**src/rtl/core/assert_macros.svh**
```systemverilog
// Assertion macros shared by the receiver RTL.
// Every macro expects a clock named clk and an active-high reset named rst in scope.
`ifndef ASSERT_MACROS_SVH
`define ASSERT_MACROS_SVH

// The consequent must hold in the same cycle as the antecedent.
`define ASSERT_SAME_CYCLE(lbl, ante, cons, msg) \
  lbl: assert property (@(posedge clk) disable iff (rst) (ante) |-> (cons)) \
    else $error(msg);

// The consequent must hold in the cycle after the antecedent.
`define ASSERT_NEXT_CYCLE(lbl, ante, cons, msg) \
  lbl: assert property (@(posedge clk) disable iff (rst) (ante) |=> (cons)) \
    else $error(msg);

`endif

```
**src/rtl/core/xcfr_pkg.sv**
```systemverilog
// Shared types and constants for the XOR-checked frame receiver.
// Used by xcfr_parser, xcfr_link and xor_checked_frame_receiver; has no dependencies.
package xcfr_pkg;

  localparam int MAX_PAYLOAD_BYTES = 8;

  // Item commands.
  localparam logic [1:0] CMD_BYTE  = 2'd0;
  localparam logic [1:0] CMD_TIME  = 2'd1;
  localparam logic [1:0] CMD_START = 2'd2;

  // Configuration register indexes.
  localparam logic [1:0] REG_START_BYTE    = 2'd0;
  localparam logic [1:0] REG_END_BYTE      = 2'd1;
  localparam logic [1:0] REG_SILENCE_LIMIT = 2'd2;

  // Configuration reset values.
  localparam logic [7:0]  START_BYTE_RESET    = 8'd170;
  localparam logic [7:0]  END_BYTE_RESET      = 8'd85;
  localparam logic [15:0] SILENCE_LIMIT_RESET = 16'd3000;

  localparam logic [15:0] SILENCE_MAX = 16'hFFFF;

  typedef enum logic [2:0] {
    PH_START = 3'd0,
    PH_ID    = 3'd1,
    PH_LEN   = 3'd2,
    PH_DATA  = 3'd3,
    PH_CHECK = 3'd4,
    PH_END   = 3'd5
  } xcfr_phase_t;

  typedef enum logic [1:0] {
    LINK_DOWN       = 2'd0,
    LINK_CONNECTING = 2'd1,
    LINK_UP         = 2'd2
  } xcfr_link_t;

  typedef struct packed {
    logic [1:0] command;
    logic [7:0] rx_byte;
    logic [9:0] elapsed_ms;
  } xcfr_in_t;

  typedef struct packed {
    logic        frame_done;
    logic        frame_rejected;
    logic [7:0]  frame_id;
    logic [7:0]  frame_length;
    logic [63:0] frame_payload;
    logic [1:0]  link_state;
  } xcfr_out_t;

  // Parser verdict for one item, handed to the link monitor and the result register.
  typedef struct packed {
    logic        done;
    logic        rejected;
    logic [7:0]  id;
    logic [7:0]  length;
    logic [63:0] payload;
  } xcfr_frame_t;

endpackage

```
**src/rtl/core/xcfr_parser.sv**
```systemverilog
// Frame parser: walks start, id, length, payload, checksum and end positions.
// Depends on xcfr_pkg.
module xcfr_parser #(
  parameter int PAYLOAD_BYTES = 8
) (
  input  logic               clk,
  input  logic               rst,
  input  logic               step,
  input  logic [1:0]         command,
  input  logic [7:0]         rx_byte,
  input  logic [7:0]         start_byte,
  input  logic [7:0]         end_byte,
  output xcfr_pkg::xcfr_frame_t frame
);
  import xcfr_pkg::*;

  localparam int CntW = $clog2(PAYLOAD_BYTES + 1);
  localparam int IdxW = (PAYLOAD_BYTES > 1) ? $clog2(PAYLOAD_BYTES) : 1;
  localparam logic [CntW-1:0] LastCount = CntW'(PAYLOAD_BYTES - 1);

  xcfr_phase_t     phase, phase_next;
  logic [CntW-1:0] count, count_next;
  logic [7:0]      held_id, held_id_next;
  logic [7:0]      held_length, held_length_next;
  logic [7:0]      running_xor, running_xor_next;
  logic [7:0]      held_check, held_check_next;
  logic [7:0]      held_payload [PAYLOAD_BYTES];
  logic [63:0]     payload_word;
  logic            byte_step;
  logic            end_step;
  logic            frame_ok;

  assign byte_step = step && (command == CMD_BYTE);

  // Next-state logic.
  always_comb begin
    phase_next       = phase;
    count_next       = count;
    held_id_next     = held_id;
    held_length_next = held_length;
    running_xor_next = running_xor;
    held_check_next  = held_check;
    if (step) begin
      case (command)
        CMD_BYTE: begin
          case (phase)
            PH_ID: begin
              held_id_next     = rx_byte;
              running_xor_next = rx_byte;
              phase_next       = PH_LEN;
            end
            PH_LEN: begin
              held_length_next = rx_byte;
              running_xor_next = running_xor ^ rx_byte;
              count_next       = '0;
              phase_next       = PH_DATA;
            end
            PH_DATA: begin
              running_xor_next = running_xor ^ rx_byte;
              count_next       = count + CntW'(1);
              if (count == LastCount) begin
                phase_next = PH_CHECK;
              end
            end
            PH_CHECK: begin
              held_check_next = rx_byte;
              phase_next      = PH_END;
            end
            PH_END: begin
              phase_next = PH_START;
            end
            default: begin
              // Waiting for the start byte; unused phase codes behave the same.
              phase_next = (rx_byte == start_byte) ? PH_ID : PH_START;
            end
          endcase
        end
        CMD_START: begin
          phase_next = PH_START;
        end
        default: begin
        end
      endcase
    end
  end

  always_ff @(posedge clk) begin
    if (rst) begin
      phase <= PH_START;
      count <= '0;
    end else begin
      phase <= phase_next;
      count <= count_next;
    end
  end

  // Held fields are always rewritten within a frame before they are read.
  always_ff @(posedge clk) begin
    held_id     <= held_id_next;
    held_length <= held_length_next;
    running_xor <= running_xor_next;
    held_check  <= held_check_next;
    if (byte_step && (phase == PH_DATA)) begin
      held_payload[count[IdxW-1:0]] <= rx_byte;
    end
  end

  for (genvar i = 0; i < MAX_PAYLOAD_BYTES; i++) begin : g_pay
    if (i < PAYLOAD_BYTES) begin : g_used
      assign payload_word[8*i +: 8] = held_payload[i];
    end else begin : g_unused
      assign payload_word[8*i +: 8] = 8'h00;
    end
  end

  // Output logic.
  always_comb begin
    end_step       = byte_step && (phase == PH_END);
    frame_ok       = (rx_byte == end_byte) && (running_xor == held_check);
    frame.done     = end_step && frame_ok;
    frame.rejected = end_step && !frame_ok;
    frame.id       = frame.done ? held_id : 8'h00;
    frame.length   = frame.done ? held_length : 8'h00;
    frame.payload  = frame.done ? payload_word : 64'h0;
  end

endmodule

```
**src/rtl/core/xcfr_link.sv**
```systemverilog
// Link monitor: silence counter, heard flag and connection state.
// Depends on xcfr_pkg.
module xcfr_link (
  input  logic                 clk,
  input  logic                 rst,
  input  logic                 step,
  input  logic [1:0]           command,
  input  logic [9:0]           elapsed_ms,
  input  logic                 frame_done,
  input  logic [15:0]          silence_limit_ms,
  output xcfr_pkg::xcfr_link_t link_state
);
  import xcfr_pkg::*;

  xcfr_link_t  connection, connection_next;
  logic [15:0] silence_ms, silence_ms_next;
  logic        heard_once, heard_once_next;
  logic [16:0] silence_sum;
  logic [15:0] silence_sat;

  assign silence_sum = {1'b0, silence_ms} + {7'd0, elapsed_ms};
  assign silence_sat = silence_sum[16] ? SILENCE_MAX : silence_sum[15:0];

  always_comb begin
    connection_next = connection;
    silence_ms_next = silence_ms;
    heard_once_next = heard_once;
    if (step) begin
      case (command)
        CMD_BYTE: begin
          if (frame_done) begin
            connection_next = LINK_UP;
            heard_once_next = 1'b1;
            silence_ms_next = '0;
          end
        end
        CMD_TIME: begin
          silence_ms_next = silence_sat;
          if ((connection != LINK_DOWN) && heard_once && (silence_sat >= silence_limit_ms)) begin
            connection_next = LINK_DOWN;
          end
        end
        CMD_START: begin
          connection_next = LINK_CONNECTING;
          heard_once_next = 1'b0;
          silence_ms_next = '0;
        end
        default: begin
        end
      endcase
    end
  end

  always_ff @(posedge clk) begin
    if (rst) begin
      connection <= LINK_DOWN;
      silence_ms <= '0;
      heard_once <= 1'b0;
    end else begin
      connection <= connection_next;
      silence_ms <= silence_ms_next;
      heard_once <= heard_once_next;
    end
  end

  // The result reports the link state after this item.
  assign link_state = connection_next;

endmodule

```
**src/rtl/core/xor_checked_frame_receiver.sv**
```systemverilog
// Top level of the XOR-checked frame receiver: input register, parser, link monitor
// and result register. Depends on xcfr_pkg, xcfr_parser, xcfr_link, assert_macros.svh.
//
// Usage:
// Items arrive on in_valid/in_ready/in_item; each one is a received byte, an
// elapsed-time item or a start command. Every accepted item yields exactly one
// result item on out_valid/out_ready/out_item, in order.
// A result reports an accepted frame (id, length and payload), a rejected end
// position, and the link state after the item.
// An item lands in the input register at the edge where it is accepted, and its
// result is written to the output register at the edge where the stage advances.
// The receiver takes one item per cycle while the output is drained; the frame and
// link state update combinationally between the registers, so items need no gap.
// When the receiver stalls, the output register holds its result and the input
// register holds one more item; in_ready falls only when both are full.
// The configuration port (cfg_wen, cfg_index, cfg_wdata) writes the start byte,
// end byte and silence limit; it is meant to be used while no item is in flight.
// Synchronous reset empties both registers, puts the parser at waiting for a start
// byte, the link at disconnected, and restores the default configuration.
`include "assert_macros.svh"

module xor_checked_frame_receiver #(
  parameter int PAYLOAD_BYTES = 8
) (
  input  logic                clk,
  input  logic                rst,
  input  logic                in_valid,
  output logic                in_ready,
  input  xcfr_pkg::xcfr_in_t  in_item,
  output logic                out_valid,
  input  logic                out_ready,
  output xcfr_pkg::xcfr_out_t out_item,
  input  logic                cfg_wen,
  input  logic [1:0]          cfg_index,
  input  logic [15:0]         cfg_wdata
);
  import xcfr_pkg::*;

  // Configuration registers.
  logic [7:0]  start_byte;
  logic [7:0]  end_byte;
  logic [15:0] silence_limit_ms;

  // Input register stage.
  logic     s1_valid;
  xcfr_in_t s1_item;

  // The stage advances whenever it holds an item and the output register is empty or being drained.
  logic        advance;
  xcfr_frame_t frame;
  xcfr_link_t  link_state;

  always_ff @(posedge clk) begin
    if (rst) begin
      start_byte       <= START_BYTE_RESET;
      end_byte         <= END_BYTE_RESET;
      silence_limit_ms <= SILENCE_LIMIT_RESET;
    end else if (cfg_wen) begin
      case (cfg_index)
        REG_START_BYTE:    start_byte       <= cfg_wdata[7:0];
        REG_END_BYTE:      end_byte         <= cfg_wdata[7:0];
        REG_SILENCE_LIMIT: silence_limit_ms <= cfg_wdata;
        default: begin
        end
      endcase
    end
  end

  assign advance  = s1_valid && (!out_valid || out_ready);
  assign in_ready = !s1_valid || advance;

  always_ff @(posedge clk) begin
    if (rst) begin
      s1_valid <= 1'b0;
    end else if (in_ready) begin
      s1_valid <= in_valid;
    end
  end

  always_ff @(posedge clk) begin
    if (in_valid && in_ready) begin
      s1_item <= in_item;
    end
  end

  xcfr_parser #(
    .PAYLOAD_BYTES(PAYLOAD_BYTES)
  ) u_parser (
    .clk        (clk),
    .rst        (rst),
    .step       (advance),
    .command    (s1_item.command),
    .rx_byte    (s1_item.rx_byte),
    .start_byte (start_byte),
    .end_byte   (end_byte),
    .frame      (frame)
  );

  xcfr_link u_link (
    .clk              (clk),
    .rst              (rst),
    .step             (advance),
    .command          (s1_item.command),
    .elapsed_ms       (s1_item.elapsed_ms),
    .frame_done       (frame.done),
    .silence_limit_ms (silence_limit_ms),
    .link_state       (link_state)
  );

  // Result register.
  always_ff @(posedge clk) begin
    if (rst) begin
      out_valid <= 1'b0;
    end else if (advance) begin
      out_valid <= 1'b1;
    end else if (out_ready) begin
      out_valid <= 1'b0;
    end
  end

  always_ff @(posedge clk) begin
    if (advance) begin
      out_item.frame_done     <= frame.done;
      out_item.frame_rejected <= frame.rejected;
      out_item.frame_id       <= frame.id;
      out_item.frame_length   <= frame.length;
      out_item.frame_payload  <= frame.payload;
      out_item.link_state     <= link_state;
    end
  end

  // A result never reports both an accepted and a rejected frame.
  `ASSERT_SAME_CYCLE(a_done_xor_reject, out_valid,
    !(out_item.frame_done && out_item.frame_rejected), "frame both accepted and rejected")

  // An accepted frame always leaves the link connected.
  `ASSERT_SAME_CYCLE(a_done_link_up, out_valid && out_item.frame_done,
    out_item.link_state == LINK_UP, "accepted frame without connected link")

  // Frame fields are zero unless a frame was accepted.
  `ASSERT_SAME_CYCLE(a_fields_zero, out_valid && !out_item.frame_done,
    (out_item.frame_id == 8'h00) && (out_item.frame_payload == 64'h0), "stale frame fields")

  // An empty output register never blocks the input side.
  `ASSERT_SAME_CYCLE(a_ready_when_empty, !out_valid, in_ready, "input stalled with empty output")

  // A processed item always shows up in the output register on the next cycle.
  `ASSERT_NEXT_CYCLE(a_advance_fills, advance, out_valid, "processed item lost")

endmodule
```
**config.mk**
```make
export PLATFORM = sky130hd
export DESIGN_NAME = xor_checked_frame_receiver
export DESIGN_NICKNAME = d
export VERILOG_FILES = /design/src/rtl/core/xcfr_pkg.sv /design/src/rtl/core/xcfr_parser.sv /design/src/rtl/core/xcfr_link.sv /design/src/rtl/core/xor_checked_frame_receiver.sv
export VERILOG_INCLUDE_DIRS = /design/src /design/src/rtl/core
export SDC_FILE = /design/constraint.sdc
export NUM_CORES = 1
export LEC_CHECK = 0
export ABC_AREA = 1
export BUFFER_PORTS_ARGS = -buffer_cell sky130_fd_sc_hd__buf_2
export CAP_MARGIN = 10
export CORE_ASPECT_RATIO = 2
export CORE_MARGIN = 2
export CORE_UTILIZATION = 32
export CTS_CLUSTER_SIZE = 12
export DETAILED_ROUTE_END_ITERATION = 6
export PLACE_DENSITY_LB_ADDON = 0.2
export SLEW_MARGIN = 20
export SYNTH_ARGS = -nofsm -noshare
export SYNTH_HDL_FRONTEND = slang
export SYNTH_HIERARCHICAL = 1
export SYNTH_SLANG_ARGS = --single-unit
```
**constraint.sdc**
```tcl
create_clock -name clk -period 11.1 [get_ports clk]
set_input_delay 0.555 -clock clk [delete_from_list [all_inputs] [get_ports clk]]
set_output_delay 0.555 -clock clk [all_outputs]
set_load 0.02 [all_outputs]
```
==> results of run 1 <==
cells by family (layout without fill, tap and decap cells):
kind of cell    after synthesis  in the layout
buf+inv                     208            373
flops                       260            260
fa+ha+maj                    28             28
compound gates               65             65
simple gates                461            461
xor+xnor                     28             28
path summary, 6_finish.rpt:
check / cells past startpoint / slack (ns) / endpoint
setup reg to reg: 24 / 7.87 / out_item[1]
hold / removal: 1 / 0.19 / s1_item[6]
setup / recovery: 24 / 7.87 / out_item[1]
hold reg to reg: 2 / 0.47 / u_link/silence_ms[5]
cell type report:
type,count,share of cell area
multi-input combinational,582,0.248
tap,445,0.0419
timing repair buffer,141,0.0558
inverter,184,0.0525
clock inverter,3,0.00348
sequential,260,0.542
clock buffer,45,0.0559
sequential cells by signal (all words and copies together) (netlist names):
| signal | count |
|---|---|
| u_parser/phase | 3 |
| u_link/silence_ms | 16 |
| u_parser/count | 4 |
| u_parser/held_payload | 64 |
| u_parser/held_length | 8 |
| u_parser/held_check | 8 |
| out_item | 84 |
| end_byte | 8 |
| s1_item | 20 |
| silence_limit_ms | 16 |
| u_link/heard_once | 1 |
| out_valid | 1 |
| start_byte | 8 |
| u_parser/held_id | 8 |
| u_link/connection | 2 |
| u_parser/running_xor | 8 |
| s1_valid | 1 |
power breakdown:
group	internal [uW]	switching [uW]
registers	1070	9.84
clock network	476	359
logic	38.8	81.6
metrics by stage:
step	hold WS [ns]	util
finish	0.192	0.380
global route	0.168	0.380
CTS	0.164	0.380
detailed placement	0.462	0.357
global placement	0.454	0.357
floorplan	0.429	-
cell usage after synthesis (2+ instances only):
cell	instances
a21oi_1	39
a21oi_2	10
buf_2	7
buf_6	10
clkbuf_1	6
dfxtp_1	60
edfxtp_1	200
ha_1	27
inv_1	180
inv_2	2
nand2_1	198
nand2_2	9
nand2_4	2
nand3_1	52
nand3_2	2
nand3_4	9
nand4_1	11
nor2_1	74
nor2_2	82
nor3_1	10
o21ai_0	9
or2_2	2
or2_4	4
xnor2_1	17
xor2_1	11
layer usage:
layer / share of wire / up-vias / wire length [microns] / global-route usage
li1: - / 3663 / - / -
met1: 0.34 / 3328 / 8700 / 0.133
met2: 0.58 / 151 / 14600 / 0.278
met3: 0.032 / 53 / 811 / 0.0156
met4: 0.043 / 0 / 1090 / 0.0673
met5: 0 / - / 0 / 0
==> flow_metrics.tcl, run 1 <==
set metrics [dict create \
    reg2reg_from "s1_item[0]" \
    clk_path_buf_depth 3 \
    pre_cts_ws_ns 7.73 \
    nets 1266 \
    place_inst 1612 \
    synth_top_family_by_area "simple AND/OR/NAND/NOR gates" \
    path_max_fanout 7 \
    antenna_found_initial 0 \
    yosysUniqueCellTypes 42 \
    post_drt_wl_per_cell_microns 15.2 \
    min-delay-start "in_item[6]" \
    ys_top_cells_by_area "edfxtp_1 (53%), dfxtp_1 (11%), nand2_1 (6.5%)" \
    cts-htree-levels 1 \
    fmax_mhz 310 \
    syn2layout_area_growth_pct 17.0 \
    netlist_instances 1050 \
    rsz0062_at_grt "false" \
    synth_nets 1121 \
    grt_max_degree 88 \
    die_width_microns 137 \
    hold_violations 0 \
    gr-total-overflow 0 \
    synth_seq_area_share 0.634 \
    finClkSkew_ns 0.0130 \
    period_share 0.291 \
    slowest_delay_ns 0.38 \
    core_sq_um 35000 \
    synth_area_sq_um 11400 \
    die_h_microns 270 \
    grt_pass1_wl_microns 39300 \
    cts_root_buf "clkbuf_16" \
    dpl-instance-area_sq_um 12500 \
    synthXorXnorAreaFrac 0.0216 \
    cts_tree "yes" \
    finalSetupViolCount 0 \
    pwr_density_cell_nw_per_um2 153 \
    place.gp.congestion 0.832 \
    synthSimpleGateAreaFrac 0.201 \
    track_usage 0.139 \
    layout_setup_ws_ns 7.87 \
    ys_seq_elements 260 \
    finalWorstPathRequiredPeriod_ns 3.23 \
    fin_setup_tns_ns 0 \
    cts_resized 0 \
    relSlewSlack 0.310 \
    grt_pass1_vias 7314 \
    p_leak_uw 0.00576 \
    post_drt_via_cell_ratio 4.33 \
    final_cells 1660 \
    cts_buffers 26 \
    cap_violations 0 \
    cts_hold_buf 0 \
    dr.pass1.iters 4 \
    critPathTopFamily "simple AND/OR/NAND/NOR gates" \
    endpoint_kind "flip-flop" \
    row_count 97 \
    dp.final_hpwl_microns 18200 \
    drc 0 \
    synth_area_per_cell_sq_um 10.8 \
    slowest_stage "fa_1" \
    synth_fa_ha_area_frac 0.0315 \
    yosysTopAreaCell "edfxtp_1" \
    worst_pin_slew_ns 1.03 \
    ff_latch_area_sq_um 7210 \
    yosysWarnings 6 \
    first_iter_violations 331 \
    port_buffers 128 \
    initial_utilization 0.325 \
    final_cell_mix "edfxtp_1 (200), nand2_1 (198), inv_1 (180)" \
    dieArea_sq_um 37100 \
    worst-setup-path-type "flip-flop to flip-flop" \
    cp-startpoint "s1_item[0]" \
    final_cell_area_sq_um 13300 \
    clk_pin_slew_ns 0.07 \
    final_common_cell "edfxtp_1" \
    synthMuxAreaShare 0 \
    synth_edf_count 200 \
    multiInputGateArea_sq_um 3290 \
    cts_setup_buffers 0 \
    power_uw 2030 \
    crit_top_cell "nand2_1" \
    ys.flop_type "edfxtp_1" \
    antenna_cells 0 \
    status "finished clean" \
    drive_gt1_frac 0.248 \
    startpoint_type "flip-flop" \
    ir_worst_vdd_mv 0.134 \
    critPathBufInv 2 \
    synth_top_area_frac 0.529 \
    antenna_left 0 \
    vias 7195 \
    crit_required_ns 11.39 \
    async_reset_ff_frac 0 \
    hold_class "primary input to flip-flop" \
    worstPathCellList "ha_1 > fa_1 > nand2_1 > nand3_1 > and2_1 > nand2_1 > nand2_2 > nand2_2 > nand2_4 > or2_4 > ha_1 > nand2_1 > inv_1 > nand2_1 > nor2_1 > nor2_1 > nand2_1 > nand2_1 > nand2_1 > nand2_1 > nand3_1 > nand2_1 > nand2_1 > inv_1" \
    crit_arrival_ns 3.52 \
    slew_violations 0 \
    synth_compound_area_frac 0.0341 \
    cts_sinks 260 \
    top_level_ports 129 \
    n_fill_cell 3524 \
    wirelength_microns 25200 \
    clk_latency_ns 0.53 \
]
Power figures use the tool's default switching activity.
==> run 2: changes to the inputs <==
Clock period 11.1 ns to 2.65 ns, I/O delays scaled along.
==> flow_metrics.tcl, run 2 (synthesis gave the netlist of run 1 again) <==
set metrics [dict create \
    row_count 97 \
    ir_worst_vdd_mv 0.414 \
    power_switching_uw 1880 \
    startpoint_type "flip-flop" \
    vias 7491 \
    relSlewSlack 0.340 \
    cts_buffers 26 \
    holdPathStages 3 \
    p_leak_uw 0.00617 \
    crit_arrival_ns 3.32 \
    slowest_stage "edfxtp_1" \
    cts-htree-levels 1 \
    cts_root_buf "clkbuf_16" \
    track_usage 0.148 \
    cp-startpoint "s1_item[0]" \
    seqPwrFrac 0.526 \
    first_iter_violations 402 \
    rsz0062_at_grt "true" \
    p_clk_frac 0.404 \
    n_fill_cell 3456 \
    min_delay_worst_endpoint "start_byte[3]" \
    slew_violations 0 \
    port_buffers 128 \
    syn2layout_area_growth_pct 25.3 \
    endpoint_kind "flip-flop" \
    grt_pass1_wl_microns 41300 \
    cts_tree "yes" \
    cap_violations 0 \
    wirelength_microns 26900 \
    sw_frac_of_total 0.219 \
    finClkSkew_ns 0.0148 \
    r2r_end "out_item[0]" \
    final_common_cell "edfxtp_1" \
    hold_violations 0 \
    final_cell_mix "edfxtp_1 (200), nand2_1 (183), inv_1 (175)" \
    worstPathCellList "ha_2 > fa_2 > nand2_2 > nand3_2 > and2_4 > nand2_2 > nand2_2 > nand2_2 > nand2_4 > or2_4 > ha_4 > nand2_2 > inv_2 > nand2_2 > nor2_1 > nor2_1 > nand2_1 > nand2_1 > nand2_1 > nand2_2 > nand2_1 > nand2_1 > nand2_2 > nand2_1" \
    nets 1345 \
    finalSetupViolCount 4 \
    initial_utilization 0.325 \
    place.gp.congestion 0.811 \
    antenna_left 0 \
    pwr_density_cell_nw_per_um2 603 \
    drive_gt1_frac 0.294 \
    dp.final_hpwl_microns 20100 \
    internal-power_uw 6700 \
    crit_required_ns 2.93 \
    dr.pass1.iters 4 \
    antenna_cells 0 \
    post_drt_wl_per_cell_microns 15.5 \
    status "complete, but fails checks" \
    path_max_fanout 6 \
    grt_max_degree 81 \
    clk_latency_ns 0.53 \
    dieArea_sq_um 37100 \
    reg2reg_depth 24 \
    post_drt_via_cell_ratio 4.31 \
    die_h_microns 270 \
    grt_pass1_vias 7583 \
    violations "negative setup slack" \
    largest-register "out_item" \
    largest_reg_flops 84 \
    power_uw 8580 \
    worst-setup-path-type "flip-flop to flip-flop" \
    hold_class "primary input to flip-flop" \
    clk_path_buf_depth 3 \
    layout_setup_ws_ns -0.391 \
    drc 0 \
    crit_top_cell "nand2_2" \
    ff2ff_setup_slack_ns -0.39 \
    clk_pin_slew_ns 0.06 \
    antenna_found_initial 0 \
    cts_sinks 260 \
    fmax_mhz 329 \
    gr-total-overflow 0 \
    top_level_ports 129 \
    reg2reg_from "s1_item[0]" \
    pwr-share-comb 0.070 \
    pre_cts_ws_ns -0.589 \
    min-delay-start "cfg_wen" \
    slowest_delay_ns 0.36 \
    period_share 1.15 \
    worst_pin_slew_ns 0.989 \
    core_sq_um 35000 \
    die_width_microns 137 \
    finalWorstPathRequiredPeriod_ns 3.04 \
]
-- run 2: cell count changes in the layout (fill, tap and decap cells not counted), sizes merged --
cell         before  now
bufinv            1    0
clkinvlp          1    0
buf             141  178
clkinv            2    4
dlygate4sd3       0   42
-- run 2: stage by stage --
stage	hold slack [ns]	utilization	setup TNS (ns)	instances	instance area (sq um)
2_1_floorplan	0.192	-	-72.45	1050	11500
3_3_place_gp	0.310	0.370	-1.96	1649	12900
3_5_place_dp	0.311	0.370	-2.10	1649	12900
4_1_cts	0.0350	0.407	-1.48	1739	14200
5_1_grt	0.0695	0.407	-2.20	1739	14200
6_report	0.0602	0.407	-1.32	1739	14200
-- run 2: cell type report --
cell class	instances	area (sq um)	share of cell area
inverters	184	706	0.0496
repair buffers	220	1460	0.103
multi-input cells	582	3500	0.246
clock inverters	3	12.5	0.000879
well taps	445	557	0.0391
flip-flops and latches	260	7210	0.507
clock buffers	45	785	0.0551
-- run 2: metal layers --
| layer | vias up | global-route usage | wire length (microns) |
|---|---|---|---|
| li1 | 3823 | - | - |
| met1 | 3456 | 0.129 | 8520 |
| met2 | 155 | 0.307 | 16100 |
| met3 | 57 | 0.0150 | 784 |
| met4 | 0 | 0.0822 | 1540 |
| met5 | - | 0 | 0 |
-- run 2: what timing repair did --
action / 4_1_cts / 5_1_grt
resized for setup: 11 / 8
setup endpoints to repair: 4 / 4
pin swaps: 14 / 12
gates cloned: 0 / 0
setup buffers: 0 / 0
hold endpoints to repair: 54 / 0
hold buffers: 42 / 0
-- run 2: how the worst max path moves through the flow --
stage          slack [ns]                    to
2_1_floorplan       -0.82  u_link/silence_ms[0]
4_1_cts             -0.44           out_item[0]
6_report            -0.39           out_item[0]
5_1_grt             -0.60           out_item[0]
3_5_place_dp        -0.59           out_item[0]
3_3_place_gp        -0.54           out_item[1]
-- run 2: power by group through the flow --
stage | Clock (uW) | Sequential [uW] | Combinational [uW]
after floorplan | 0 | 4640 | 278
after global placement | 0 | 4600 | 547
after detailed placement | 0 | 4600 | 553
after CTS | 3570 | 4510 | 614
after global routing | 3740 | 4520 | 671
final | 3470 | 4510 | 605
-- run 2: critical path, delay by kind of cell (launching register included) --
family / cells / cell delay, ns
flip-flops: 1 / 0.36
AND/OR/NAND/NOR: 20 / 1.55
adder cells (fa/ha/maj): 3 / 0.81
buffers and inverters: 1 / 0.05
==> run 3: changes to the inputs <==
Settings changed: CORE_UTILIZATION 32 to 45.
==> flow_metrics.tcl, run 3 (synthesis gave the netlist of run 1 again) <==
set metrics [dict create \
    fmax_mhz 324 \
    port_buffers 128 \
    die_h_microns 229 \
    endpoint_kind "flip-flop" \
    worst-setup-path-type "flip-flop to flip-flop" \
    nets 1350 \
    clk_pin_slew_ns 0.06 \
    worstPathCellList "ha_2 > fa_2 > nand2_2 > nand3_2 > and2_4 > nand2_2 > nand2_2 > nand2_2 > nand2_4 > or2_4 > ha_4 > nand2_2 > inv_2 > nand2_2 > nor2_2 > nor2_1 > nand2_1 > nand2_1 > nand2_1 > nand2_2 > nand2_1 > nand2_1 > nand2_2 > nand2_1" \
    relSlewSlack 0.436 \
    status "complete, but fails checks" \
    row_count 82 \
    final_util 0.567 \
    dieArea_sq_um 26600 \
    post_drt_via_cell_ratio 4.66 \
    crit_arrival_ns 3.36 \
    top_level_ports 129 \
    crit_top_cell "nand2_2" \
    die_width_microns 116 \
    largest_reg_flops 84 \
    reg2reg_from "s1_item[0]" \
    layout_setup_ws_ns -0.432 \
    finClkSkew_ns 0.00957 \
    slowest_stage "edfxtp_1" \
    cts_buffers 26 \
    clk_path_buf_depth 3 \
    grt_max_degree 81 \
    cts-htree-levels 1 \
    ir_worst_vdd_mv 0.432 \
    syn2layout_area_growth_pct 24.4 \
    post_drt_wl_per_cell_microns 15.1 \
    cts_tree "yes" \
    min-delay-start "cfg_index[1]" \
    finalSetupViolCount 4 \
    core_sq_um 24900 \
    grt_pass1_wl_microns 38500 \
    dr.pass1.iters 4 \
    vias 7616 \
    violations "negative setup slack" \
    critPathBufInv 1 \
    largest-register "out_item" \
    worst_pin_slew_ns 0.846 \
    antenna_found_initial 0 \
    p_leak_uw 0.00618 \
    track_usage 0.191 \
    finalWorstPathRequiredPeriod_ns 3.08 \
    rsz0062_at_grt "true" \
    drive_gt1_frac 0.294 \
    slowest_delay_ns 0.38 \
    cts_sinks 260 \
    place.gp.congestion 0.853 \
    antenna_left 0 \
    crit_required_ns 2.93 \
    hold_violations 0 \
    critPathTopFamily "simple AND/OR/NAND/NOR gates" \
    final_common_cell "edfxtp_1" \
    gr-total-overflow 0 \
    slew_violations 0 \
    drc 0 \
    initial_utilization 0.456 \
    cp-startpoint "s1_item[0]" \
    startpoint_type "flip-flop" \
    cap_violations 0 \
    clk_latency_ns 0.52 \
    wirelength_microns 24700 \
    dp.final_hpwl_microns 18000 \
    period_share 1.16 \
    first_iter_violations 368 \
    cts_root_buf "clkbuf_16" \
    pwr_density_cell_nw_per_um2 605 \
    worst_hold_slack_ns 0.0301 \
    antenna_cells 0 \
    hold_class "primary input to flip-flop" \
    final_cell_mix "edfxtp_1 (200), nand2_1 (182), inv_1 (174)" \
    path_max_fanout 6 \
    grt_pass1_vias 7715 \
]
[run 3: changes by cell type in the layout (fill, tap and decap cells not counted), moves of 2 or more]
cell | before | now
clkbuf_1 | 15 | 18
dlygate4sd3_1 | 42 | 45
buf_4 | 48 | 50
clkinv_1 | 3 | 1
nand3_1 | 48 | 50
nand3_2 | 6 | 4
[run 3: tightest hold or removal path, stage by stage]
cell and delay [ns]:
buf_2 0.15, inv_2 0.08, nand4_1 0.07, nand3_1 0.07
[run 3: path summary, 6_finish.rpt]
path | slack (ns) | end | depth (start not counted)
min | 0.03 | end_byte[4] | 4
min reg2reg | 0.46 | start_byte[7] | 2
max reg2reg | -0.43 | out_item[0] | 24
max | -0.43 | out_item[0] | 24
[run 3: layout make-up]
| type | instances | area, sq um |
|---|---|---|
| well taps | 336 | 420 |
| clock inverters | 2 | 38.8 |
| flip-flops and latches | 260 | 7210 |
| fillers | 2144 | 10800 |
| inverters | 184 | 706 |
| multi-input cells | 582 | 3490 |
| repair buffers | 225 | 1510 |
| clock buffers | 46 | 757 |
[run 3: power breakdown]
group / internal, uW / switching, uW
Combinational: 245 / 361
Clock: 2020 / 1410
Sequential: 4470 / 49.2
[run 3: stage by stage]
stage / setup WS, ns / std cells / TNS [ns] / cell area [sq um] / power [uW]
finish: -0.432 / 1635 / -1.59 / 14100 / 8550
global route: -0.645 / 1635 / -2.40 / 14100 / 8860
CTS: -0.421 / 1632 / -1.47 / 14100 / 8650
detailed placement: -0.595 / 1538 / -2.17 / 12800 / 5140
global placement: -0.539 / 1538 / -1.93 / 12800 / 5130
floorplan: -0.817 / 1050 / -72.45 / 11500 / 4920
[run 3: repair_timing]
item,CTS,global route
endpoints found under the setup margin,4,4
setup buffers,1,3
pin swaps,6,5
resized for setup,9,10
hold buffers,45,0
hold endpoints to repair,54,0
[run 3: metal layers]
metal  vias up  part of all wire  global-route usage
li1       3844                 -                   -
met1      3524              0.32               0.169
met2       184              0.58               0.387
met3        64             0.036              0.0225
met4         0             0.059               0.109
met5         -                 0                   0
